**config.mk**
```make
export PLATFORM = sky130hd
export DESIGN_NAME = mesh_onoff_server_top
export DESIGN_NICKNAME = d
export VERILOG_FILES = /design/src/sv/mos_pkg.sv /design/src/sv/mos_front.sv /design/src/sv/mos_queue.sv /design/src/sv/mos_back.sv /design/src/sv/mesh_onoff_server_top.sv
export SDC_FILE = /design/constraint.sdc
export NUM_CORES = 1
export LEC_CHECK = 0
export BUFFER_PORTS_ARGS = -buffer_cell sky130_fd_sc_hd__buf_2
export CAP_MARGIN = 20
export CORE_MARGIN = 4
export CORE_UTILIZATION = 45
export DETAILED_ROUTE_END_ITERATION = 10
export HOLD_SLACK_MARGIN = 0.03
export PLACE_DENSITY = 0.57
export SYNTH_ARGS = -nofsm -noshare
export SYNTH_HDL_FRONTEND = slang
export SYNTH_HIERARCHICAL = 1
export SYNTH_SLANG_ARGS = --single-unit
```
**constraint.sdc**
```tcl
create_clock -name clk_i -period 12.3 [get_ports clk_i]
set_clock_uncertainty 0.2 [all_clocks]
set_input_delay 1.845 -clock clk_i [delete_from_list [all_inputs] [get_ports clk_i]]
set_output_delay 1.845 -clock clk_i [all_outputs]
set_load 0.02 [all_outputs]
```
**src/sv/mos_pkg.sv**
```systemverilog
// Package with the shared types, constants and time helpers of the OnOff server.
package mos_pkg;

  localparam int unsigned TIME_WIDTH = 26;
  localparam int unsigned DIV_W      = TIME_WIDTH + 1;
  localparam int unsigned RES_W      = 20;
  localparam int unsigned PROD_W     = 6 + RES_W;
  localparam int unsigned QDEPTH     = 4;
  localparam int unsigned QPTR_W     = $clog2(QDEPTH);
  localparam int unsigned QCNT_W     = $clog2(QDEPTH + 1);

  localparam int unsigned MS_PER_SECOND = 1000;
  localparam int unsigned DELAY_UNIT_MS = 5;
  localparam int unsigned STEP_MAX      = 62;
  localparam logic [5:0]  STEP_FOREVER  = 6'h3f;
  localparam logic [7:0]  CODE_FOREVER  = 8'h3f;
  localparam logic [TIME_WIDTH-1:0] TIME_MAX = '1;

  typedef enum logic [1:0] {
    CMD_TICK      = 2'd0,
    CMD_GET       = 2'd1,
    CMD_SET_ACK   = 2'd2,
    CMD_SET_UNACK = 2'd3
  } cmd_e;

  typedef enum logic [1:0] {
    B_IDLE,
    B_SUM,
    B_PICK,
    B_DIV
  } back_state_e;

  typedef struct packed {
    cmd_e                  cmd;
    logic                  value;
    logic [7:0]            tid;
    logic [15:0]           src;
    logic                  forever_flag;
    logic [TIME_WIDTH-1:0] trans;
    logic [TIME_WIDTH-1:0] delay;
  } item_t;

  typedef struct packed {
    logic valid;
    logic pop;
  } q_ctrl_t;

  function automatic logic [RES_W-1:0] res_ms(input logic [1:0] idx);
    logic [RES_W-1:0] r;
    case (idx)
      2'd0: r = RES_W'(100);
      2'd1: r = RES_W'(MS_PER_SECOND);
      2'd2: r = RES_W'(10 * MS_PER_SECOND);
      2'd3: r = RES_W'(10 * 60 * MS_PER_SECOND);
      default: r = RES_W'(100);
    endcase
    return r;
  endfunction

  function automatic logic [TIME_WIDTH-1:0] res_limit(input logic [1:0] idx);
    logic [TIME_WIDTH-1:0] r;
    r = TIME_WIDTH'(res_ms(idx));
    return TIME_WIDTH'(r * TIME_WIDTH'(STEP_MAX));
  endfunction

endpackage

```
**src/sv/mos_front.sv**
```systemverilog
// Front end that accepts requests and decodes their transition and delay times.
module mos_front import mos_pkg::*; (
  input  logic        in_valid_i,
  output logic        in_stall_o,
  input  logic [1:0]  cmd_i,
  input  logic        new_value_i,
  input  logic [7:0]  trans_id_i,
  input  logic [15:0] source_addr_i,
  input  logic        has_timing_i,
  input  logic [7:0]  transition_code_i,
  input  logic [7:0]  delay_steps_i,
  input  logic        q_full_i,
  output logic        push_o,
  output item_t       item_o
);

  logic [5:0]        steps;
  logic [PROD_W-1:0] trans_prod;
  logic [10:0]       delay_prod;
  logic              is_forever;

  assign in_stall_o = q_full_i;
  assign push_o     = in_valid_i && !q_full_i;

  always_comb begin
    steps      = transition_code_i[5:0];
    is_forever = has_timing_i && (steps == STEP_FOREVER);
    trans_prod = PROD_W'(steps) * PROD_W'(res_ms(transition_code_i[7:6]));
    delay_prod = 11'(delay_steps_i) * 11'(DELAY_UNIT_MS);

    item_o.cmd          = cmd_e'(cmd_i);
    item_o.value        = new_value_i;
    item_o.tid          = trans_id_i;
    item_o.src          = source_addr_i;
    item_o.forever_flag = is_forever;
    item_o.trans        = (has_timing_i && !is_forever) ? TIME_WIDTH'(trans_prod) : '0;
    item_o.delay        = has_timing_i ? TIME_WIDTH'(delay_prod) : '0;
  end

endmodule

```
**src/sv/mos_queue.sv**
```systemverilog
// Short request queue between the front end and the execution back end.
module mos_queue import mos_pkg::*; (
  input  logic    clk_i,
  input  logic    rst_ni,
  input  logic    push_i,
  input  item_t   item_i,
  output logic    full_o,
  input  q_ctrl_t ctrl_i,
  output logic    valid_o,
  output item_t   item_o
);

  item_t             mem_q [QDEPTH];
  logic [QPTR_W-1:0] wr_ptr_q, wr_ptr_d;
  logic [QPTR_W-1:0] rd_ptr_q, rd_ptr_d;
  logic [QCNT_W-1:0] cnt_q, cnt_d;
  logic              do_pop;

  assign full_o  = (cnt_q == QCNT_W'(QDEPTH));
  assign valid_o = (cnt_q != '0);
  assign item_o  = mem_q[rd_ptr_q];
  assign do_pop  = ctrl_i.pop && ctrl_i.valid;

  always_comb begin
    wr_ptr_d = push_i ? wr_ptr_q + QPTR_W'(1) : wr_ptr_q;
    rd_ptr_d = do_pop ? rd_ptr_q + QPTR_W'(1) : rd_ptr_q;
    cnt_d    = cnt_q;
    if (push_i && !do_pop) begin
      cnt_d = cnt_q + QCNT_W'(1);
    end else if (!push_i && do_pop) begin
      cnt_d = cnt_q - QCNT_W'(1);
    end
  end

  always_ff @(posedge clk_i or negedge rst_ni) begin
    if (!rst_ni) begin
      wr_ptr_q <= '0;
      rd_ptr_q <= '0;
      cnt_q    <= '0;
    end else begin
      wr_ptr_q <= wr_ptr_d;
      rd_ptr_q <= rd_ptr_d;
      cnt_q    <= cnt_d;
    end
  end

  always_ff @(posedge clk_i) begin
    if (push_i) begin
      mem_q[wr_ptr_q] <= item_i;
    end
  end

endmodule

```
**src/sv/mos_back.sv**
```systemverilog
// Back end that updates the server state, runs the timer and encodes the status.
module mos_back import mos_pkg::*; (
  input  logic       clk_i,
  input  logic       rst_ni,
  input  logic       q_valid_i,
  input  item_t      item_i,
  output q_ctrl_t    q_ctrl_o,
  output logic       out_valid_o,
  input  logic       out_stall_i,
  output logic       status_valid_o,
  output logic       present_value_o,
  output logic       target_out_o,
  output logic       has_remaining_o,
  output logic [7:0] remaining_code_o,
  output logic       led_on_o
);

  back_state_e state_q, state_d;

  logic                  onoff_q, onoff_d;
  logic [7:0]            tid_q, tid_d;
  logic [15:0]           src_q, src_d;
  logic [TIME_WIDTH-1:0] pend_q, pend_d;
  logic                  forever_q, forever_d;
  logic [TIME_WIDTH-1:0] timer_q, timer_d;
  logic                  armed_q, armed_d;
  logic                  led_q, led_d;

  logic [TIME_WIDTH-1:0] rem_q, rem_d;
  logic [1:0]            idx_q, idx_d;
  logic [DIV_W-1:0]      p_q, p_d;
  logic [DIV_W-1:0]      dv_q, dv_d;
  logic [5:0]            quo_q, quo_d;
  logic [1:0]            step_q, step_d;

  logic       ov_q, ov_d;
  logic       sv_q, sv_d;
  logic       pv_q, pv_d;
  logic       tv_q, tv_d;
  logic       hr_q, hr_d;
  logic [7:0] code_q, code_d;
  logic       lo_q, lo_d;

  logic                  out_free;
  logic                  pop;
  logic [TIME_WIDTH-1:0] timer_dec;
  logic [TIME_WIDTH:0]   sum;
  logic                  found;
  logic [1:0]            sel_idx;
  logic [DIV_W+1:0]      pe, d1, d2, d3, sub;
  logic [1:0]            digit;
  logic [DIV_W-1:0]      res_w;

  assign out_free         = !ov_q || !out_stall_i;
  assign q_ctrl_o.valid   = q_valid_i;
  assign q_ctrl_o.pop     = pop;
  assign out_valid_o      = ov_q;
  assign status_valid_o   = sv_q;
  assign present_value_o  = pv_q;
  assign target_out_o     = tv_q;
  assign has_remaining_o  = hr_q;
  assign remaining_code_o = code_q;
  assign led_on_o         = lo_q;
  assign timer_dec        = timer_q - TIME_WIDTH'(1);

  always_comb begin
    state_d   = state_q;
    onoff_d   = onoff_q;
    tid_d     = tid_q;
    src_d     = src_q;
    pend_d    = pend_q;
    forever_d = forever_q;
    timer_d   = timer_q;
    armed_d   = armed_q;
    led_d     = led_q;
    rem_d     = rem_q;
    idx_d     = idx_q;
    p_d       = p_q;
    dv_d      = dv_q;
    quo_d     = quo_q;
    step_d    = step_q;
    ov_d      = ov_q && out_stall_i;
    sv_d      = sv_q;
    pv_d      = pv_q;
    tv_d      = tv_q;
    hr_d      = hr_q;
    code_d    = code_q;
    lo_d      = lo_q;
    pop       = 1'b0;
    sum       = '0;
    found     = 1'b0;
    sel_idx   = 2'd0;
    pe        = '0;
    d1        = '0;
    d2        = '0;
    d3        = '0;
    sub       = '0;
    digit     = 2'd0;
    res_w     = '0;

    case (state_q)
      B_IDLE: begin
        if (q_valid_i && out_free) begin
          pop = 1'b1;
          case (item_i.cmd)
            CMD_TICK: begin
              if (armed_q) begin
                if (timer_q == '0 || timer_dec == '0) begin
                  if (forever_q) begin
                    led_d   = 1'b1;
                    armed_d = 1'b0;
                    timer_d = '0;
                  end else if (pend_q != '0) begin
                    led_d   = 1'b1;
                    timer_d = pend_q;
                    pend_d  = '0;
                    armed_d = 1'b1;
                  end else begin
                    led_d   = onoff_q;
                    armed_d = 1'b0;
                    timer_d = '0;
                  end
                end else begin
                  timer_d = timer_dec;
                end
              end
            end
            CMD_SET_ACK, CMD_SET_UNACK: begin
              if (!(item_i.tid == tid_q && item_i.src == src_q) &&
                  item_i.value != onoff_q) begin
                tid_d     = item_i.tid;
                src_d     = item_i.src;
                onoff_d   = item_i.value;
                pend_d    = item_i.trans;
                forever_d = item_i.forever_flag;
                timer_d   = item_i.delay;
                armed_d   = 1'b1;
              end
            end
            default: begin
            end
          endcase
          if (item_i.cmd == CMD_GET || item_i.cmd == CMD_SET_ACK) begin
            state_d = B_SUM;
          end else begin
            ov_d   = 1'b1;
            sv_d   = 1'b0;
            pv_d   = 1'b0;
            tv_d   = 1'b0;
            hr_d   = 1'b0;
            code_d = '0;
            lo_d   = led_d;
          end
        end
      end
      B_SUM: begin
        sum     = {1'b0, (armed_q ? timer_q : TIME_WIDTH'(0))} + {1'b0, pend_q};
        rem_d   = sum[TIME_WIDTH] ? TIME_MAX : sum[TIME_WIDTH-1:0];
        state_d = B_PICK;
      end
      B_PICK: begin
        for (int i = 3; i >= 0; i--) begin
          if (rem_q <= res_limit(2'(i))) begin
            found   = 1'b1;
            sel_idx = 2'(i);
          end
        end
        res_w = DIV_W'(res_ms(sel_idx));
        sv_d  = 1'b1;
        lo_d  = led_q;
        if (forever_q || rem_q == '0 || !found) begin
          ov_d    = 1'b1;
          hr_d    = forever_q || rem_q != '0;
          pv_d    = hr_d ? !onoff_q : onoff_q;
          tv_d    = hr_d ? onoff_q : 1'b0;
          code_d  = hr_d ? CODE_FOREVER : '0;
          state_d = B_IDLE;
        end else begin
          idx_d   = sel_idx;
          p_d     = DIV_W'(rem_q) + res_w - DIV_W'(1);
          dv_d    = res_w << 4;
          quo_d   = '0;
          step_d  = 2'd0;
          state_d = B_DIV;
        end
      end
      B_DIV: begin
        pe = {2'b00, p_q};
        d1 = {2'b00, dv_q};
        d2 = d1 << 1;
        d3 = d2 + d1;
        if (pe >= d3) begin
          digit = 2'd3;
          sub   = d3;
        end else if (pe >= d2) begin
          digit = 2'd2;
          sub   = d2;
        end else if (pe >= d1) begin
          digit = 2'd1;
          sub   = d1;
        end
        p_d    = DIV_W'(pe - sub);
        dv_d   = dv_q >> 2;
        quo_d  = {quo_q[3:0], digit};
        step_d = step_q + 2'd1;
        if (step_q == 2'd2) begin
          ov_d    = 1'b1;
          hr_d    = 1'b1;
          pv_d    = !onoff_q;
          tv_d    = onoff_q;
          code_d  = {idx_q, quo_d};
          state_d = B_IDLE;
        end
      end
      default: begin
        state_d = B_IDLE;
      end
    endcase
  end

  always_ff @(posedge clk_i or negedge rst_ni) begin
    if (!rst_ni) begin
      state_q   <= B_IDLE;
      onoff_q   <= 1'b0;
      tid_q     <= '0;
      src_q     <= '0;
      pend_q    <= '0;
      forever_q <= 1'b0;
      timer_q   <= '0;
      armed_q   <= 1'b0;
      led_q     <= 1'b0;
      ov_q      <= 1'b0;
      step_q    <= '0;
    end else begin
      state_q   <= state_d;
      onoff_q   <= onoff_d;
      tid_q     <= tid_d;
      src_q     <= src_d;
      pend_q    <= pend_d;
      forever_q <= forever_d;
      timer_q   <= timer_d;
      armed_q   <= armed_d;
      led_q     <= led_d;
      ov_q      <= ov_d;
      step_q    <= step_d;
    end
  end

  always_ff @(posedge clk_i) begin
    rem_q  <= rem_d;
    idx_q  <= idx_d;
    p_q    <= p_d;
    dv_q   <= dv_d;
    quo_q  <= quo_d;
    sv_q   <= sv_d;
    pv_q   <= pv_d;
    tv_q   <= tv_d;
    hr_q   <= hr_d;
    code_q <= code_d;
    lo_q   <= lo_d;
  end

endmodule

```
**src/sv/mesh_onoff_server_top.sv**
```systemverilog
// Top level of the Generic OnOff server: front end, request queue and back end.
//
//  Channel | Handshake              | Payload
//  --------+------------------------+---------------------------------------------------
//  in      | in_valid_i, in_stall_o | cmd, new_value, trans_id, source_addr, has_timing,
//          |                        | transition_code, delay_steps
//  out     | out_valid_o,out_stall_i| status_valid, present_value, target_out,
//          |                        | has_remaining, remaining_code, led_on
//
// Ticks and unacknowledged sets are finished in the accept state. Gets and acknowledged
// sets pass through accept, sum and resolution, and then through three radix-4 steps
// of the constant divider when the remaining time needs a division.
// A four-entry queue lets the front accept requests while the back end works.
// Reset clears the server state, the queue and the output valid flag at once.
// A stalled output holds its result while further requests fill the queue.
module mesh_onoff_server_top import mos_pkg::*; (
  input  logic        clk_i,
  input  logic        rst_ni,
  input  logic        in_valid_i,
  output logic        in_stall_o,
  input  logic [1:0]  cmd_i,
  input  logic        new_value_i,
  input  logic [7:0]  trans_id_i,
  input  logic [15:0] source_addr_i,
  input  logic        has_timing_i,
  input  logic [7:0]  transition_code_i,
  input  logic [7:0]  delay_steps_i,
  output logic        out_valid_o,
  input  logic        out_stall_i,
  output logic        status_valid_o,
  output logic        present_value_o,
  output logic        target_out_o,
  output logic        has_remaining_o,
  output logic [7:0]  remaining_code_o,
  output logic        led_on_o
);

  logic    push;
  logic    q_full;
  logic    q_valid;
  item_t   front_item;
  item_t   head_item;
  q_ctrl_t q_ctrl;

  mos_front u_front (
    .in_valid_i        (in_valid_i),
    .in_stall_o        (in_stall_o),
    .cmd_i             (cmd_i),
    .new_value_i       (new_value_i),
    .trans_id_i        (trans_id_i),
    .source_addr_i     (source_addr_i),
    .has_timing_i      (has_timing_i),
    .transition_code_i (transition_code_i),
    .delay_steps_i     (delay_steps_i),
    .q_full_i          (q_full),
    .push_o            (push),
    .item_o            (front_item)
  );

  mos_queue u_queue (
    .clk_i   (clk_i),
    .rst_ni  (rst_ni),
    .push_i  (push),
    .item_i  (front_item),
    .full_o  (q_full),
    .ctrl_i  (q_ctrl),
    .valid_o (q_valid),
    .item_o  (head_item)
  );

  mos_back u_back (
    .clk_i            (clk_i),
    .rst_ni           (rst_ni),
    .q_valid_i        (q_valid),
    .item_i           (head_item),
    .q_ctrl_o         (q_ctrl),
    .out_valid_o      (out_valid_o),
    .out_stall_i      (out_stall_i),
    .status_valid_o   (status_valid_o),
    .present_value_o  (present_value_o),
    .target_out_o     (target_out_o),
    .has_remaining_o  (has_remaining_o),
    .remaining_code_o (remaining_code_o),
    .led_on_o         (led_on_o)
  );

endmodule

```
### Yosys cells after proc, flatten, opt, wreduce, memory -nomap -nowiden

Memories as Yosys holds them, arrays and structs flattened.
Cells that the tools add are included.

| word-level totals | value |
|---|---|
| register bits after elaboration | 191 |
| memory bits (writable) | 260 |
| input port bits | 48 |
| output and inout port bits | 15 |
| word-level logic and storage cells | 228 |
| memories | 1 |

Memory list:

| name | words | bits a word | read ports | clocked after memory_dff | write ports | RTL line | text |
|---|---|---|---|---|---|---|---|
| u_queue.mem_q | 4 | 65 | 1 | 0 | 1 | mos_queue.sv:13 | `item_t mem_q [QDEPTH];` |

| operators by class | value |
|---|---|
| $add $sub $neg | 11 |
| multiply operators | 6 |
| $lt $le $gt $ge | 7 |
| equality and inequality tests | 29 |
| muxes and demuxes | 97 |
| bitwise logic cells | 1 |
| reductions and logical operators | 51 |

Operator list:

| cell | count |
|---|---|
| $mux 26 | 12 |
| $mux 27 | 6 |
| $pmux 20 s4 | 2 |
| $pmux 27 s2 | 2 |
| $le 26x26->1 | 4 |
| $pmux 26 s2 | 2 |
| $mul 20x5->25 const B | 4 |
| $mux 20 | 5 |
| $logic_not 26->1 | 3 |
| $reduce_bool 26->1 | 2 |
| $mux 1 | 36 |
| $mux 8 | 4 |
| $add 28x27->29 | 1 |
| $ge 27x29->1 | 1 |
| $ge 27x28->1 | 1 |
| $add 26x20->27 | 1 |
| $add 26x26->27 | 1 |
| $ge 27x27->1 | 1 |
| $sub 27x1->27 const B | 1 |
| $sub 27x27->27 | 1 |
| $mul 6x20->26 | 1 |
| $sub 26x1->26 const B | 1 |
| $mux 2 | 12 |
| $pmux 8 s3 | 1 |
| other kinds (35) | 97 |

### Logic depth before layout (Yosys ltp)

| depth | value |
|---|---|
| depth in word-level cells | 16 |
| depth in mapped cells | 30 |
| mapped depth without buffers | 30 |

### Hierarchy

Netlist, hierarchy kept.

Modules (own cells, without submodules):

| module | instances | cells each | area each (um2) | sequential area each (um2) |
|---|---|---|---|---|
| mos_back | 1 | 1866 | 16339.4 | 4859.7 |
| mos_queue | 1 | 452 | 12024.0 | 9784.4 |
| mos_front | 1 | 434 | 3244.4 | 0.0 |

### Worst setup path before layout

Ideal clock, no wire load.

| timing path | value |
|---|---|
| path type | register to register |
| start point | reg u_back.dv_q[1] |
| end point | reg u_back.p_q[26], data pin |
| arrival time | 6.044 ns |
| required time | 11.826 ns |
| slack | 5.782 ns |
| cell stages (with the launch flop) | 29 |
| period minus slack after synthesis | 6.518 ns |
| cell sequence | edfxtp_1 -> ha_1 -> a211oi_1 -> nor2_1 -> o41ai_1 -> o21a_1 -> o41ai_1 -> a2111oi_0 -> xnor2_1 -> ha_1 -> nand4_1 -> nor4_1 -> a221oi_1 -> o31ai_1 -> a41oi_1 -> nand2_1 -> clkbuf_1 -> a221oi_1 -> a21o_1 -> ha_1 -> and3_1 -> and4_1 -> o311a_1 -> o31ai_1 -> a21oi_1 -> and4b_1 -> or3_1 -> a21oi_1 -> a31oi_1 |

| between the ends | value |
|---|---|
| cells in the longest elaborated chain, start to end | 7 |
| elaborated cells between the ends (all ways) | 10 |
| classes of those cells | 2 x add/sub; 3 x order compare; 5 x mux |

RTL lines:

| item | RTL line | text |
|---|---|---|
| start: declaration | mos_back.sv:32 | `logic [DIV_W-1:0] dv_q, dv_d;` |
| start signal: assignment | mos_back.sv:253 | `dv_q <= dv_d;` |
| parallel branches: the longest is 3 deep, another holds $add 28x27->29 | - |  |
| $mux 27 * | mos_back.sv:192 | `if (pe >= d3) begin` |
| $mux 27 * | mos_back.sv:101 | `case (state_q)` |
| $sub 27x27->27 * | mos_back.sv:202 | `p_d = DIV_W'(pe - sub);` |
| $pmux 27 s2 * | mos_back.sv:101 |  |
| named net u_back.p_d[26] | mos_back.sv:31 | `logic [DIV_W-1:0] p_q, p_d;` |
| end signal: assignment | mos_back.sv:252 | `p_q <= p_d;` |
| end: declaration | mos_back.sv:31 |  |

Mark *: on every way through the listed nets, which the timed path passes. The select of a mux whose other input is x is not followed.
A chain may end at the register's enable or synchronous reset.

### Worst setup path after layout

Ends and elaborated chain as after synthesis.

==> out/metrics.csv <==
metric,value,unit
synth_cell_types,97,
startpoint_type,flop,
first_pass_iters,5,
synth_top_area_cell,edfxtp_1,
place_congestion,0.876,
ant_nets,0,
vias,21300,
fp.dieH,273,um
arrival,7.89,ns
min_period,7.76,ns
die-area,74500,um^2
grt_usage,0.202,
status,completed,
finalSetupTns,0,ns
timing.rr.start,u_back/dv_q[1]$_SDFFCE_PN0P_,
fp-row-count,96,
seq_area_frac_synth,0.463,
drive_gt1_frac,0.114,
startpoint,u_back/dv_q[1]$_SDFFCE_PN0P_,
synth_fa_ha_area_frac,0.129,
crit_required,12.42,ns
path_delay_family,compound AO/OA/AOI/OAI gates,
antenna_found_initial,0,
clock.fmax,129,MHz
core_region_area,69100,um^2
cts_buffers,55,
insertion_delay,0.62,ns
initial_core_util,0.458,
area_delta_synth_final,8.83,%
slew_headroom,0.207,
critPathMostFrequentCell,a21oi_1,
grt_pass1_wl,120000,um
synth_edf_count,411,
synth_warnings,6,
hold_buffers,0,
grt_start_max_net_pins,63,
syn_inst,2752,
synth_top_cells_by_area,"edfxtp_1 39%, ha_1 11%, dfrtp_1 7.3%, mux4_2 5.6%, nand2_1 2.6%",
diodes,0,
rsz0062_at_grt,no,
clkTransAtPathRegs,0.06,ns
hold_start,u_back/step_q[0]$_DFFE_PN0P_,
timing.max_cap.violations,0,
fin_nets,3126,
avgSynthCellArea,11.5,um^2
path_max_fanout,45,
holdWs,0.277,ns
synth-compound-area-share,0.119,
yosys.area_share.simple,0.121,
portBuffers,62,
finalSetupViolCount,0,
avgViaCountPerCell,5.68,
wl_per_cell,20.3,um
drc_errors,0,
async_flop_share,0.183,
critPathBufInv,3,
min_period_over_period,0.631,
end_kind,flop,
dpl.hpwl,55400,um
cts.sinks,503,
synth.area.mux_share,0.0781,
gr-total-overflow,0,
worst_slew_pin_slew,1.16,ns
ios,63,
synth_xor_area_frac,0.0366,
cts_root_buffer,clkbuf_16,
syn_area,31600,um^2
die_x,273,um
synth-seq-cells,503,
final_cell_area,34400,um^2
hold_viol_final,0,
finalMaxSlewViolations,0,
synth_top_area_share,0.390,
cts_tree,done,
cts_resized,0,
yosys_most_used_dff,edfxtp_1,
crit_slowest_cell,o41ai_1,
wirelength,76200,um
cpPeakStageDelay,0.48,ns
grt_pass1_vias,21600,
clock_path_buffers,3,
placed_cell_area,32500,um^2
cts_setup_buffers,0,
htreeDepth,2,
synth_top_family_by_area,adder cells,
drt_iter0_drc,1436,
hold_class,reg -> reg,
path_class,reg -> reg,
final_util,0.498,
-- synthesized netlist by cell type, types with 44 or more instances --
cell type / count
nand3_1: 46
mux4_2: 79
buf_4: 48
clkbuf_1: 54
o21ai_1: 44
and2_1: 53
nor3_1: 65
nor2_1: 163
inv_1: 200
edfxtp_1: 411
nand2_1: 216
ha_1: 267
xnor2_1: 87
a21oi_1: 143
dfrtp_1: 92
o21ai_0: 72
xor2_1: 45
a21o_1: 71
-- through the flow --
stage | std cells | setup slack (ns)
after floorplan | 2768 | 5.78
after global placement | 3645 | 4.32
after detailed placement | 3645 | 4.22
after CTS | 3749 | 4.16
after global routing | 3752 | 3.99
final | 3752 | 4.54
-- per-layer routing --
metal	track usage	vias up	share of wire
met5	0	-	0
met4	0.0550	0	0.028
met3	0.0226	125	0.037
met2	0.346	414	0.49
met1	0.275	10600	0.45
li1	-	10200	-
-- placed cells by master (no fill, tap or decap), types with 16 or more instances in the layout --
master,n
dfrtp_1,90
xor2_1,45
o21ai_1,43
or3_1,19
nor2_1,162
a221oi_1,19
buf_4,25
xnor2_1,87
a31oi_1,21
o21a_1,34
edfxtp_1,411
nor4_1,20
nor3_1,65
nand3_1,46
conb_1,17
nor2b_1,37
clkbuf_1,16
mux2i_1,36
inv_1,200
nand2_1,215
nand4_1,38
clkbuf_16,55
o21ai_0,72
nand2b_1,36
a21oi_1,143
mux2_2,26
fa_1,37
buf_2,61
ha_1,267
mux4_2,79
and2_1,49
o221ai_1,20
a21o_1,71
-- flip-flops by register name, summed over array words and instances, names as in the netlist, 3 cells and up --
| register | cells |
|---|---|
| u_queue/mem_q | 320 |
| u_back/p_q | 27 |
| u_back/pend_q | 26 |
| u_back/rem_q | 26 |
| u_back/timer_q | 26 |
| u_back/dv_q | 19 |
| u_back/src_q | 16 |
| u_back/remaining_code_o | 8 |
| u_back/tid_q | 8 |
| u_back/quo_q | 4 |
| u_queue/cnt_q | 3 |
-- kinds of logic after synthesis --
group	count (synthesis)
fa+ha+maj	304
flops	503
compound gates	566
mux	143
xor+xnor	132
simple gates	760
other cells	1
buf+inv	343
-- final cells by class --
cell class / instances / area, um^2
Timing Repair Buffer: 88 / 517
Clock inverter: 25 / 345
Clock buffer: 79 / 1550
Multi-Input combinational cell: 1922 / 15400
Inverter: 204 / 766
Tap cell: 931 / 1160
Sequential cell: 503 / 14700
Fill cell: 6198 / 34700
-- path summary, 6_finish.rpt --
kind	depth (start not counted)	end	slack, ns
min in group asynchronous	1	u_queue/cnt_q[0]$_DFFE_PN0P_	0.96
hold / removal	1	u_back/step_q[0]$_DFFE_PN0P_	0.28
hold reg to reg	1	u_back/step_q[0]$_DFFE_PN0P_	0.28
setup / recovery	30	u_back/p_q[26]$_DFFE_PP_	4.54
max in group asynchronous	2	u_queue/rd_ptr_q[0]$_DFFE_PN0P_	9.59
setup reg to reg	30	u_back/p_q[26]$_DFFE_PP_	4.54
Power is left out: the tool's default activity adds up to more than one toggle a clock period on the data nets, which glitch-free logic cannot reach.
